**config.mk**
```make
export PLATFORM = sky130hd
export DESIGN_NAME = depq_cell
export DESIGN_NICKNAME = d
export VERILOG_FILES = /design/src/rtl/depq_pkg.sv /design/src/rtl/depq_cell.sv
export SDC_FILE = /design/constraint.sdc
export NUM_CORES = 1
export LEC_CHECK = 0
export ABC_AREA = 1
export BUFFER_PORTS_ARGS = -buffer_cell sky130_fd_sc_hd__buf_2
export CAP_MARGIN = 20
export CORE_MARGIN = 4
export CORE_UTILIZATION = 44
export CTS_CLUSTER_DIAMETER = 80
export DETAILED_ROUTE_END_ITERATION = 8
export PLACE_DENSITY_LB_ADDON = 0.3
export SLEW_MARGIN = 20
export SYNTH_ARGS = -nofsm -noshare
export SYNTH_HDL_FRONTEND = slang
export SYNTH_SLANG_ARGS = --single-unit
```
**constraint.sdc**
```tcl
create_clock -name clk -period 3.9 [get_ports clk]
set_input_delay 0.78 -clock clk [delete_from_list [all_inputs] [get_ports clk]]
set_output_delay 0.78 -clock clk [all_outputs]
set_load 0.1 [all_outputs]
```
**src/rtl/depq_pkg.sv**
```systemverilog
// ----------------------------------------------------------------------------
// depq_pkg: shared types and constants for the double-ended priority queue
// Holds the store size, the command codes, the broadcast operation type and
// the link between neighboring cells of the sorted chain.
// ----------------------------------------------------------------------------
`default_nettype none

package depq_pkg;

  // Store size and derived widths
  localparam int CAPACITY   = 64;
  localparam int DATA_W     = 32;
  localparam int CMD_W      = 2;
  localparam int COUNT_W    = $clog2(CAPACITY + 1);
  localparam int OUT_CNT_W  = 7;

  // Max reduction tree: first level ORs groups of this many taps
  localparam int GROUP_SIZE = 8;
  localparam int NUM_GROUPS = (CAPACITY + GROUP_SIZE - 1) / GROUP_SIZE;

  // Command codes on the input channel
  localparam logic [CMD_W-1:0] CMD_INSERT  = 2'd0;
  localparam logic [CMD_W-1:0] CMD_DEL_MAX = 2'd1;
  localparam logic [CMD_W-1:0] CMD_DEL_MIN = 2'd2;

  // Operation broadcast to every cell
  typedef enum logic [1:0] {
    OP_NONE,
    OP_INSERT,
    OP_DEL_MAX,
    OP_DEL_MIN
  } op_kind_t;

  typedef struct packed {
    op_kind_t                  kind;
    logic signed [DATA_W-1:0]  value;
  } op_t;

  // What a cell shows its neighbors
  typedef struct packed {
    logic                      valid;
    logic                      gt;     // valid and entry above the insert value
    logic signed [DATA_W-1:0]  entry;
  } link_t;

endpackage

`default_nettype wire

```
**src/rtl/depq_cell.sv**
```systemverilog
// ----------------------------------------------------------------------------
// depq_cell: one slot of the sorted chain
// Holds one entry and its valid flag. On insert it keeps, takes the new
// value or takes its lower neighbor's entry; on delete-min it takes its upper
// neighbor's entry; on delete-max the topmost valid cell drops out.
// ----------------------------------------------------------------------------
`default_nettype none

module depq_cell (
  input  wire logic                               clk,
  input  wire logic                               rst,
  input  wire depq_pkg::op_t                      op,
  input  wire depq_pkg::link_t                    lower,
  input  wire depq_pkg::link_t                    upper,
  output depq_pkg::link_t                         self_link,
  output logic        [depq_pkg::DATA_W-1:0]      tap
);

  logic                                 valid;
  logic                                 valid_next;
  logic signed [depq_pkg::DATA_W-1:0]   entry;
  logic signed [depq_pkg::DATA_W-1:0]   entry_next;
  logic                                 gt;

  // Compare against the value being inserted
  assign gt = valid && ($signed(entry) > $signed(op.value));

  assign self_link.valid = valid;
  assign self_link.gt    = gt;
  assign self_link.entry = entry;

  // Topmost valid cell offers its entry to the max tree
  assign tap = (valid && !upper.valid) ? entry : '0;

  // Next state from the broadcast operation and the neighbors
  always_comb begin
    valid_next = valid;
    entry_next = entry;
    case (op.kind)
      depq_pkg::OP_INSERT: begin
        valid_next = valid || lower.valid;
        if (lower.gt) begin
          entry_next = lower.entry;
        end else if (gt || !valid) begin
          entry_next = op.value;
        end
      end
      depq_pkg::OP_DEL_MAX: begin
        valid_next = valid && upper.valid;
      end
      depq_pkg::OP_DEL_MIN: begin
        valid_next = upper.valid;
        entry_next = upper.entry;
      end
      default: begin
        valid_next = valid;
        entry_next = entry;
      end
    endcase
  end

  always_ff @(posedge clk) begin
    if (rst) begin
      valid <= 1'b0;
    end else begin
      valid <= valid_next;
    end
  end

  // Entry payload needs no reset
  always_ff @(posedge clk) begin
    entry <= entry_next;
  end

endmodule

`default_nettype wire

```
* After elaboration in Yosys (flattened, before gate mapping)
Cells that the tools add are included.
Word-level totals: bits in registers 33, input bits 104, word-level logic and storage cells 22
Operators by class: eq/ne operators 4, mux-type cells 5, magnitude comparators 1, reductions and logical operators 10
Operators with widths (count):
- $mux 32 | 3
- $pmux 32 s2 | 1
- $gt 32x32->1 | 1
- $eq 2x2->1 const B | 2
- $logic_and 1x1->1 | 3
- $ne 3x3->1 const B | 1
- $pmux 1 s3 | 1
- $reduce_bool 3->1 | 1
- $eq 2x1->1 const B | 1
- $logic_not 1->1 | 2
- $logic_or 1x1->1 | 2
- $reduce_and 2->1 | 1
- $reduce_bool 2->1 | 1

* Logic depth before layout (Yosys ltp)
Gate-level depths: netlist of run 1.
depth in word-level cells 6, mapped depth 17, mapped depth without buffers 16

* Worst setup path after synthesis of run 1
No wires, ideal clock.
path kind flip-flop to flip-flop, from reg entry[31] (netlist name), to reg entry[0] (netlist name) (enable), required time 3.500 ns, data arrival time 2.970 ns, clock period less this slack 3.370 ns, setup slack 0.530 ns, buffers on the path 0, cell stages (with the launch flop) 10, path through edfxtp_1 > ha_1 > a21oi_1 > o21a_1 > nand2_1 > a21oi_1 > nand2_1 > nand2_1 > nand3_2 > a21oi_2
On the way: longest elaborated chain between the ends 5
Ends and longest elaborated chain:
- start, declared | line depq_cell.sv:21 | logic signed [depq_pkg::DATA_W-1:0] entry;
- start signal, assigned | line depq_cell.sv:72 | entry <= entry_next;
- $gt 32x32->1 | line depq_cell.sv:26 | assign gt = valid && ($signed(entry) > $signed(op.value));
- $logic_and 1x1->1 | line depq_cell.sv:26
- $logic_or 1x1->1 | line depq_cell.sv:44 | end else if (gt || !valid) begin
- $ne 3x3->1 (no source line)
- $reduce_and 2->1 (no source line)
Every way passes these cells. A chain may end at the register's enable or synchronous reset.

==> results of run 1 <==
==> power groups by stage <==
| stage | combinational (uW) | sequential (uW) | clock, uW |
|---|---|---|---|
| floorplan | 264 | 651 | 0 |
| global placement | 581 | 457 | 0 |
| detailed placement | 589 | 459 | 0 |
| CTS | 592 | 451 | 258 |
| global route | 634 | 455 | 275 |
| finish | 588 | 451 | 251 |
==> layer usage <==
layer  wire length, um  track usage
met4                39      0.03709
met5                13            0
met3               667      0.04562
met2              3948       0.3487
met1              3371       0.2546
==> cells in the final DEF (no fill, tap or decap), types with 2 or more instances in the layout <==
master	netlist	routed
a21oi_1	14	14
a31oi_1	2	2
buf_2	6	168
buf_4	2	2
clkbuf_1	7	3
clkbuf_8	0	5
edfxtp_1	32	32
ha_1	32	32
inv_1	75	75
nand2_1	74	73
nand3_1	2	2
nor2_1	43	43
nor2_2	2	2
o211ai_1	30	30
o21a_1	32	32
o21ai_0	3	3
==> cell type report <==
class	count	area, um2	share of cell area
inverter	76	285.3	0.07461
clock buffer	8	80.08	0.02094
sequential	33	980.9	0.2565
timing repair buffer	171	875.8	0.2291
multi-input combinational	242	1505	0.3937
tap	77	96.34	0.02520
==> worst min-delay path: stages (launching register included) <==
cell and delay [ns]:
dfxtp_1 0.33, inv_1 0.09, a221oi_1 0.09
==> stage by stage <==
step,instances,hold WS (ns)
2_1_floorplan,369,0.4918
3_3_place_gp,599,0.5093
3_5_place_dp,599,0.5385
4_1_cts,607,0.5486
5_1_grt,607,0.5875
6_report,607,0.5483
==> registers in the layout (all words and copies together) (netlist names) <==
register  count
valid         1
entry        32
==> worst paths after layout <==
path / from / end / slack (ns) / cells after the start
worst max register to register: entry[15] / entry[13] / 1.34 / 12
worst min register to register: valid / valid / 0.55 / 2
worst max-delay path: op[15] / self_link[32] / 0.61 / 14
worst min-delay path: valid / valid / 0.55 / 2
==> cell families after synthesis <==
logic type / after synthesis / synth area share
fa+ha+maj: 32 / 0.1410
flops: 33 / 0.3455
buf+inv: 94 / 0.1296
compound gates: 84 / 0.2071
simple gates: 126 / 0.1767
==> results_dict.tcl, run 1 <==
set metrics [dict create \
    area_growth_pct 34.68 \
    drt_wl_total_mm 8.040 \
    final_antenna_net_count 0 \
    nNetsFinal 665 \
    place_area_um2 3739 \
    status "finished clean" \
    cts_inserted_buffers 5 \
    worst_skew_pair.late_latency_ns 0.28 \
    path_max_fanout 2 \
    setup_violations 0 \
    synth_fp_nets 505 \
    dieArea_um2 7801 \
    synth_area_um2 2839 \
    p_int_uw 703.8 \
    initialDrtViolationCount 99 \
    seq_power_share 0.350 \
    switching_share 0.4542 \
    synth_warnings 0 \
    critPathLaunchType "primary input" \
    hold_viol 0 \
    synth_area_per_cell_um2 7.694 \
    syn_inst 369 \
    drive_gt1_frac 0.3453 \
    synth-seq-cells 33 \
    synthTopCellsByArea "edfxtp_1, ha_1, inv_1, nand2_1, o21a_1" \
    crit_chain "buf_2 > inv_1 > ha_1 > nand2_1 > nor2_1 > nand2_1 > clkinv_1 > nand2_1 > nand2_1 > nand2_1 > nand3_1 > nand3_2 > nor2_1 > buf_2" \
    die_h_um 88.33 \
    clock.fmax_mhz 304.2 \
    cp_data_arrival_time_ns 2.51 \
    core.rowCount 29 \
    die_w_um 88.33 \
    p_leak_uw 0.002162 \
    cp_slowest_cell "buf_2" \
    cp_common_cell "nand2_1" \
    path_class "in -> out" \
    io_buffers 168 \
    rsz0062_at_grt "false" \
    clockPowerShare 0.195 \
    synthFlopType "edfxtp_1" \
    max_cap_violations 0 \
    num_vias 2944 \
    synth_cell_type_count 26 \
    firstDrtPassIters 4 \
    htree_levels 2 \
    drc 0 \
    grt_pass1_vias 2669 \
    yosys.area.top_type "edfxtp_1" \
    setup_ws_ns 0.6127 \
    synth_edf_count 32 \
    core_um2 6314 \
    stdcell_area_um2 3824 \
    num_io_pins 170 \
    cts-root-buf "clkbuf_8" \
    antenna_found_initial 1 \
    grt_max_degree 65 \
    netlist.area_leader.share 0.3385 \
    path_clk_slew_ns 0.07 \
    grt_usage 0.1997 \
    grt_pass1_wl_mm 12.15 \
    timing.final.crit_share 0.8429 \
    crit_required_ns 3.12 \
    num_antenna_cells 0 \
    switchingPower_uw 585.7 \
    pre_cts_slack_ns 0.6048 \
    crit_buf_inv 4 \
    tightestPinTransition_ns 0.6561 \
    dp_hpwl_mm 6.284 \
    yosysSeqAreaShare 0.3455 \
    slew_viol_final 0 \
    p_comb_frac 0.456 \
    fin_tns_setup_ns 0 \
    cts_resized 0 \
    start_util 0.4497 \
    cp-end-kind "output port" \
    grt_overflow 0 \
    cts_tree "done" \
    powerDensity_nw_per_um2 337.2 \
    fin_util 0.6056 \
    cts_setup_buffers 0 \
    hold_path_class "reg -> reg" \
    cts_max_path_buffers 2 \
    gp_congestion 0.7712 \
    wl_per_cell_um 13.25 \
    total_power_uw 1290 \
    nFillCells 618 \
    slew_headroom 0.5626 \
    cts.sinks 33 \
    cp_slowest_stage_delay_ns 0.43 \
    ys_async_sr_fraction 0 \
    peakVddDrop_mv 0.1851 \
    synth_common_cells "inv_1, nand2_1, nor2_1" \
    synth.most_common_cell "inv_1" \
    cts_hold_buf 0 \
    min_period_ns 3.287 \
    crit_family "simple AND/OR/NAND/NOR gates" \
    finClkSkew_ns 0.007166 \
    viasPerCell 4.850 \
]
Power figures use the tool's default switching activity.
==> run 2, diff against run 1 <==
==> constraint.sdc (replaced) <==
create_clock -name clk -period 3.2 [get_ports clk]
set_input_delay 0.64 -clock clk [delete_from_list [all_inputs] [get_ports clk]]
set_output_delay 0.64 -clock clk [all_outputs]
set_load 0.1 [all_outputs]
==> results_dict.tcl, run 2 (same netlist as run 1, synthesis figures left out) <==
set metrics [dict create \
    cts_resized 0 \
    hold_viol 0 \
    die_h_um 88.33 \
    io_buffers 168 \
    grt_max_degree 35 \
    min_period_ns 2.895 \
    critPathLaunchType "primary input" \
    drt_wl_total_mm 7.776 \
    hold_path_class "in -> reg" \
    area_growth_pct 37.02 \
    holdPathStages 2 \
    num_io_pins 170 \
    drc 0 \
    final_common_cell "buf_2" \
    path_class "in -> out" \
    die_w_um 88.33 \
    grt_pass1_wl_mm 12.25 \
    stdcell_area_um2 3890 \
    finClkSkew_ns 0.005196 \
    setup_violations 0 \
    cts_hold_buf 0 \
    dieArea_um2 7801 \
    rsz0062_at_grt "false" \
    core.rowCount 29 \
    cts_inserted_buffers 5 \
    firstDrtPassIters 4 \
    cts_max_path_buffers 2 \
    viasPerCell 4.833 \
    nNetsFinal 669 \
    setup_ws_ns 0.3049 \
    start_util 0.4497 \
    slew_headroom 0.6742 \
    max_cap_violations 0 \
    timing.final.crit_share 0.9047 \
    reg_top3 "entry x32, valid x1" \
    htree_levels 2 \
    clock.fmax_mhz 345.4 \
    final_antenna_net_count 0 \
    reg2reg_depth 12 \
    pre_cts_slack_ns 0.3085 \
    whs_endpoint "valid" \
    wl_per_cell_um 12.73 \
    drive_gt1_frac 0.3521 \
    cts.sinks 33 \
    tightestPinTransition_ns 0.4920 \
    core_um2 6314 \
    cts-root-buf "clkbuf_8" \
    p_leak_uw 0.002192 \
    initialDrtViolationCount 72 \
    peakVddDrop_mv 0.2654 \
    place_area_um2 3784 \
    powerDensity_nw_per_um2 426.0 \
    grt_overflow 0 \
    grt_usage 0.1969 \
    cp-end-kind "output port" \
    cts_setup_buffers 0 \
    grt_pass1_vias 2783 \
    slew_viol_final 0 \
    dp_hpwl_mm 6.305 \
    top_register "entry" \
    status "finished clean" \
    fin_tns_setup_ns 0 \
    num_vias 2953 \
    worstHoldStart "rst" \
    mostFrequentLayoutCells "buf_2, inv_1, nand2_1" \
    antenna_found_initial 0 \
    rrSetupSlack_ns 0.98 \
    worstReg2RegEnd "entry[12]" \
    path_max_fanout 2 \
    worstReg2RegStart "entry[15]" \
    cp_data_arrival_time_ns 2.26 \
    cts_tree "done" \
    gp_congestion 0.7776 \
    largest_reg_flops 32 \
    num_antenna_cells 0 \
    path_clk_slew_ns 0.07 \
    crit_required_ns 2.56 \
    worst_skew_pair.late_latency_ns 0.28 \
]
[run 2: cell types whose count changed in the layout (fill, tap and decap cells not counted), sizes merged]
cell	previous run	this run
clkbuf	8	6
bufinv	0	1
buf	171	175
clkinv	1	2
[run 2: per-stage QoR]
stage	total power [uW]	hold slack, ns	util	std cells
finish	1657	0.5196	0.6161	611
CTS	1676	0.5154	0.6161	611
detailed placement	1282	0.5158	0.5993	603
global placement	1271	0.5151	0.5993	603
floorplan	1116	0.4918	-	369
global route	1750	0.5116	0.6161	611
[run 2: power by group]
group	switching, uW	total, uW	leakage, uW	internal [uW]
logic	533	720	0.00182	188
registers	27.8	549	0.000320	521
clock network	158	388	0.0000528	230
[run 2: worst max-delay path by stage]
stage,start,end,depth (start not counted)
6_report,op[15],self_link[32],14
3_5_place_dp,op[15],self_link[32],14
5_1_grt,op[27],self_link[32],13
3_3_place_gp,op[15],self_link[32],13
2_1_floorplan,entry[31],self_link[32],10
4_1_cts,op[15],self_link[32],14
[run 2: metal layers]
| layer | vias to the layer above | track usage | wire (um) |
|---|---|---|---|
| met2 | 99 | 0.3549 | 3849 |
| met1 | 1310 | 0.2370 | 3209 |
| li1 | 1538 | - | - |
| met4 | 0 | 0.04121 | 48 |
| met3 | 6 | 0.04935 | 669 |
| met5 | - | 0 | 0 |
[run 2: cell type report]
cell class / instances / area [um2]
multi-input combinational: 242 / 1500
tap: 77 / 96.34
inverter: 76 / 285.3
timing repair buffer: 175 / 920.9
sequential: 33 / 980.9
clock inverter: 2 / 33.78
clock buffer: 6 / 72.57
fill: 589 / 2424
[run 2: critical path, stage by stage]
cell,delay [ns]
buf_2,0.08
inv_1,0.05
ha_1,0.29
nand2_1,0.07
nor2_1,0.19
nand2_1,0.11
clkinv_1,0.06
nand2_1,0.05
nand2_1,0.05
nand2_1,0.06
nand3_1,0.09
nand3_2,0.11
nor2_1,0.19
buf_12,0.21
==> run 3, diff against run 2 <==
--- a/config.mk
+++ b/config.mk
@@ -5,7 +5,6 @@
 export SDC_FILE = /design/constraint.sdc
 export NUM_CORES = 1
 export LEC_CHECK = 0
-export ABC_AREA = 1
 export BUFFER_PORTS_ARGS = -buffer_cell sky130_fd_sc_hd__buf_2
 export CAP_MARGIN = 20
 export CORE_MARGIN = 4
==> results_dict.tcl, run 3 <==
set metrics [dict create \
    slew_viol_final 0 \
    die_h_um 87.38 \
    cp-end-kind "output port" \
    core.rowCount 28 \
    cts_inserted_buffers 5 \
    synth_common_cells "nand2_1, inv_1, o21ai_0" \
    netlist.area_leader.share 0.3466 \
    largest_reg_flops 32 \
    peakVddDrop_mv 0.2927 \
    worst_skew_pair.late_latency_ns 0.28 \
    num_antenna_cells 0 \
    firstDrtPassIters 6 \
    grt_usage 0.2067 \
    gp_congestion 0.7734 \
    seq_power_share 0.308 \
    wl_per_cell_um 15.48 \
    synth.most_common_cell "nand2_1" \
    timing.final.crit_share 0.9785 \
    rrSetupSlack_ns 0.62 \
    cts_max_path_buffers 2 \
    num_io_pins 170 \
    cts.sinks 33 \
    whs_ns 0.5291 \
    grt_max_degree 65 \
    synthTopCellsByArea "edfxtp_1, ha_1, mux2i_1, and3_1, o21ai_0" \
    powerDensity_nw_per_um2 498.4 \
    yosysSeqAreaShare 0.3538 \
    min_period_ns 3.131 \
    num_vias 2830 \
    max_cap_violations 0 \
    initialDrtViolationCount 93 \
    ys_async_sr_fraction 0 \
    total_power_uw 2009 \
    crit_path_end "self_link[32]" \
    clockPowerShare 0.161 \
    antenna_found_initial 0 \
    setup_violations 0 \
    viasPerCell 5.183 \
    syn_inst 306 \
    drt_wl_total_mm 8.452 \
    clock.fmax_mhz 319.4 \
    dieArea_um2 7635 \
    synth_area_um2 2773 \
    final_common_cell "buf_2" \
    hold_viol 0 \
    p_comb_frac 0.531 \
    htree_levels 2 \
    grt_overflow 0 \
    crit_start "op[15]" \
    drive_gt1_frac 0.4437 \
    path_max_fanout 3 \
    cp_data_arrival_time_ns 2.49 \
    switching_share 0.5019 \
    synth_cell_type_count 34 \
    synth-seq-cells 33 \
    p_int_uw 1000 \
    worstReg2RegEnd "entry[24]" \
    cts_tree "done" \
    nNetsFinal 606 \
    grt_pass1_vias 2730 \
    tightestPinTransition_ns 1.011 \
    fin_tns_setup_ns 0 \
    cts-root-buf "clkbuf_8" \
    path_clk_slew_ns 0.07 \
    grt_pass1_wl_mm 12.37 \
    die_w_um 87.38 \
    synthFlopType "edfxtp_1" \
    synth_area_per_cell_um2 9.061 \
    area_growth_pct 45.35 \
    synth_warnings 0 \
    finClkSkew_ns 0.007957 \
    synth_edf_count 32 \
    io_buffers 168 \
    status "finished clean" \
    crit_required_ns 2.56 \
    synth_fp_nets 442 \
    reg2reg_depth 8 \
    top_register "entry" \
    worstReg2RegStart "entry[21]" \
    slew_headroom 0.3262 \
    switchingPower_uw 1008 \
    dp_hpwl_mm 6.554 \
    path_class "in -> out" \
    p_leak_uw 0.002136 \
    final_antenna_net_count 0 \
    mostFrequentLayoutCells "buf_2, nand2_1, inv_1" \
    core_um2 6026 \
    critPathLaunchType "primary input" \
    start_util 0.4601 \
    reg_top3 "entry x32, valid x1" \
    yosys.area.top_type "edfxtp_1" \
    drc 0 \
    hold_path_class "in -> reg" \
]
-- run 3: cell types whose count changed after synthesis, sizes merged, moves of 6 or more --
cell | previous run | this run
buf | 11 | 5
and3 | 0 | 32
nand2 | 75 | 40
o21ai | 3 | 36
nor2 | 45 | 3
mux2i | 0 | 32
o21a | 32 | 0
clkbuf | 7 | 14
inv | 75 | 35
o211ai | 30 | 2
nand4 | 2 | 8
-- run 3: worst min path at each step --
stage                from    end  slack [ns]  cells after the start
finish                rst  valid        0.53                      2
CTS                   rst  valid        0.52                      2
detailed placement    rst  valid        0.82                      2
global route          rst  valid        0.51                      2
floorplan           valid  valid        0.58                      2
global placement      rst  valid        0.81                      2
-- run 3: kinds of logic (layout without fill, tap and decap cells) --
kind of cell,count (synthesis),after routing,synth area share
buf+inv,54,219,0.07716
compound gates,62,62,0.1358
mux,32,32,0.1155
simple gates,93,93,0.1733
fa+ha+maj,32,32,0.1444
flops,33,33,0.3538
-- run 3: what timing repair did --
item / CTS / global route
resized for setup: 2 / 13
hold buffers: 0 / 0
setup buffers: 0 / 2
setup endpoints to repair: 1 / 1
pin swaps: 1 / 6
-- run 3: critical path, stage by stage --
cell,delay (ns)
buf_2,0.11
inv_1,0.10
ha_4,0.22
nand4_1,0.15
nor2_1,0.06
a221o_1,0.32
o31a_1,0.35
o2111ai_2,0.23
o41ai_4,0.13
buf_12,0.19
-- run 3: layer usage --
metal / global-route usage / vias up / wire length (um)
met4: 0.05300 / 0 / 75
met2: 0.3959 / 110 / 4527
met3: 0.03690 / 7 / 596
met5: 0 / - / 0
met1: 0.2320 / 1279 / 3253
li1: - / 1434 / -
-- run 3: final cells by class --
class / count / area [um2]
sequential: 33 / 980.9
timing repair buffer: 176 / 928.4
tap: 75 / 93.84
fill: 524 / 1996
multi-input combinational: 219 / 1805
inverter: 35 / 131.4
clock buffer: 8 / 90.09
-- run 3: power by group through the flow --
stage	clock (uW)	combinational, uW	sequential (uW)
after global routing	355	1130	626
after global placement	0	1010	620
after CTS	337	1040	615
after detailed placement	0	1030	624
final	323	1070	619
after floorplan	0	381	1040
-- run 3: metrics by stage --
| step | area [um2] | std cells | worst slack, ns | utilization |
|---|---|---|---|---|
| after floorplan | 2887 | 306 | -0.1289 | - |
| after global placement | 3809 | 536 | 0.04281 | 0.6321 |
| after detailed placement | 3809 | 536 | -0.03049 | 0.6321 |
| after CTS | 3914 | 544 | 0.01862 | 0.6495 |
| after global routing | 4030 | 546 | -0.004922 | 0.6688 |
| final | 4030 | 546 | 0.06895 | 0.6688 |
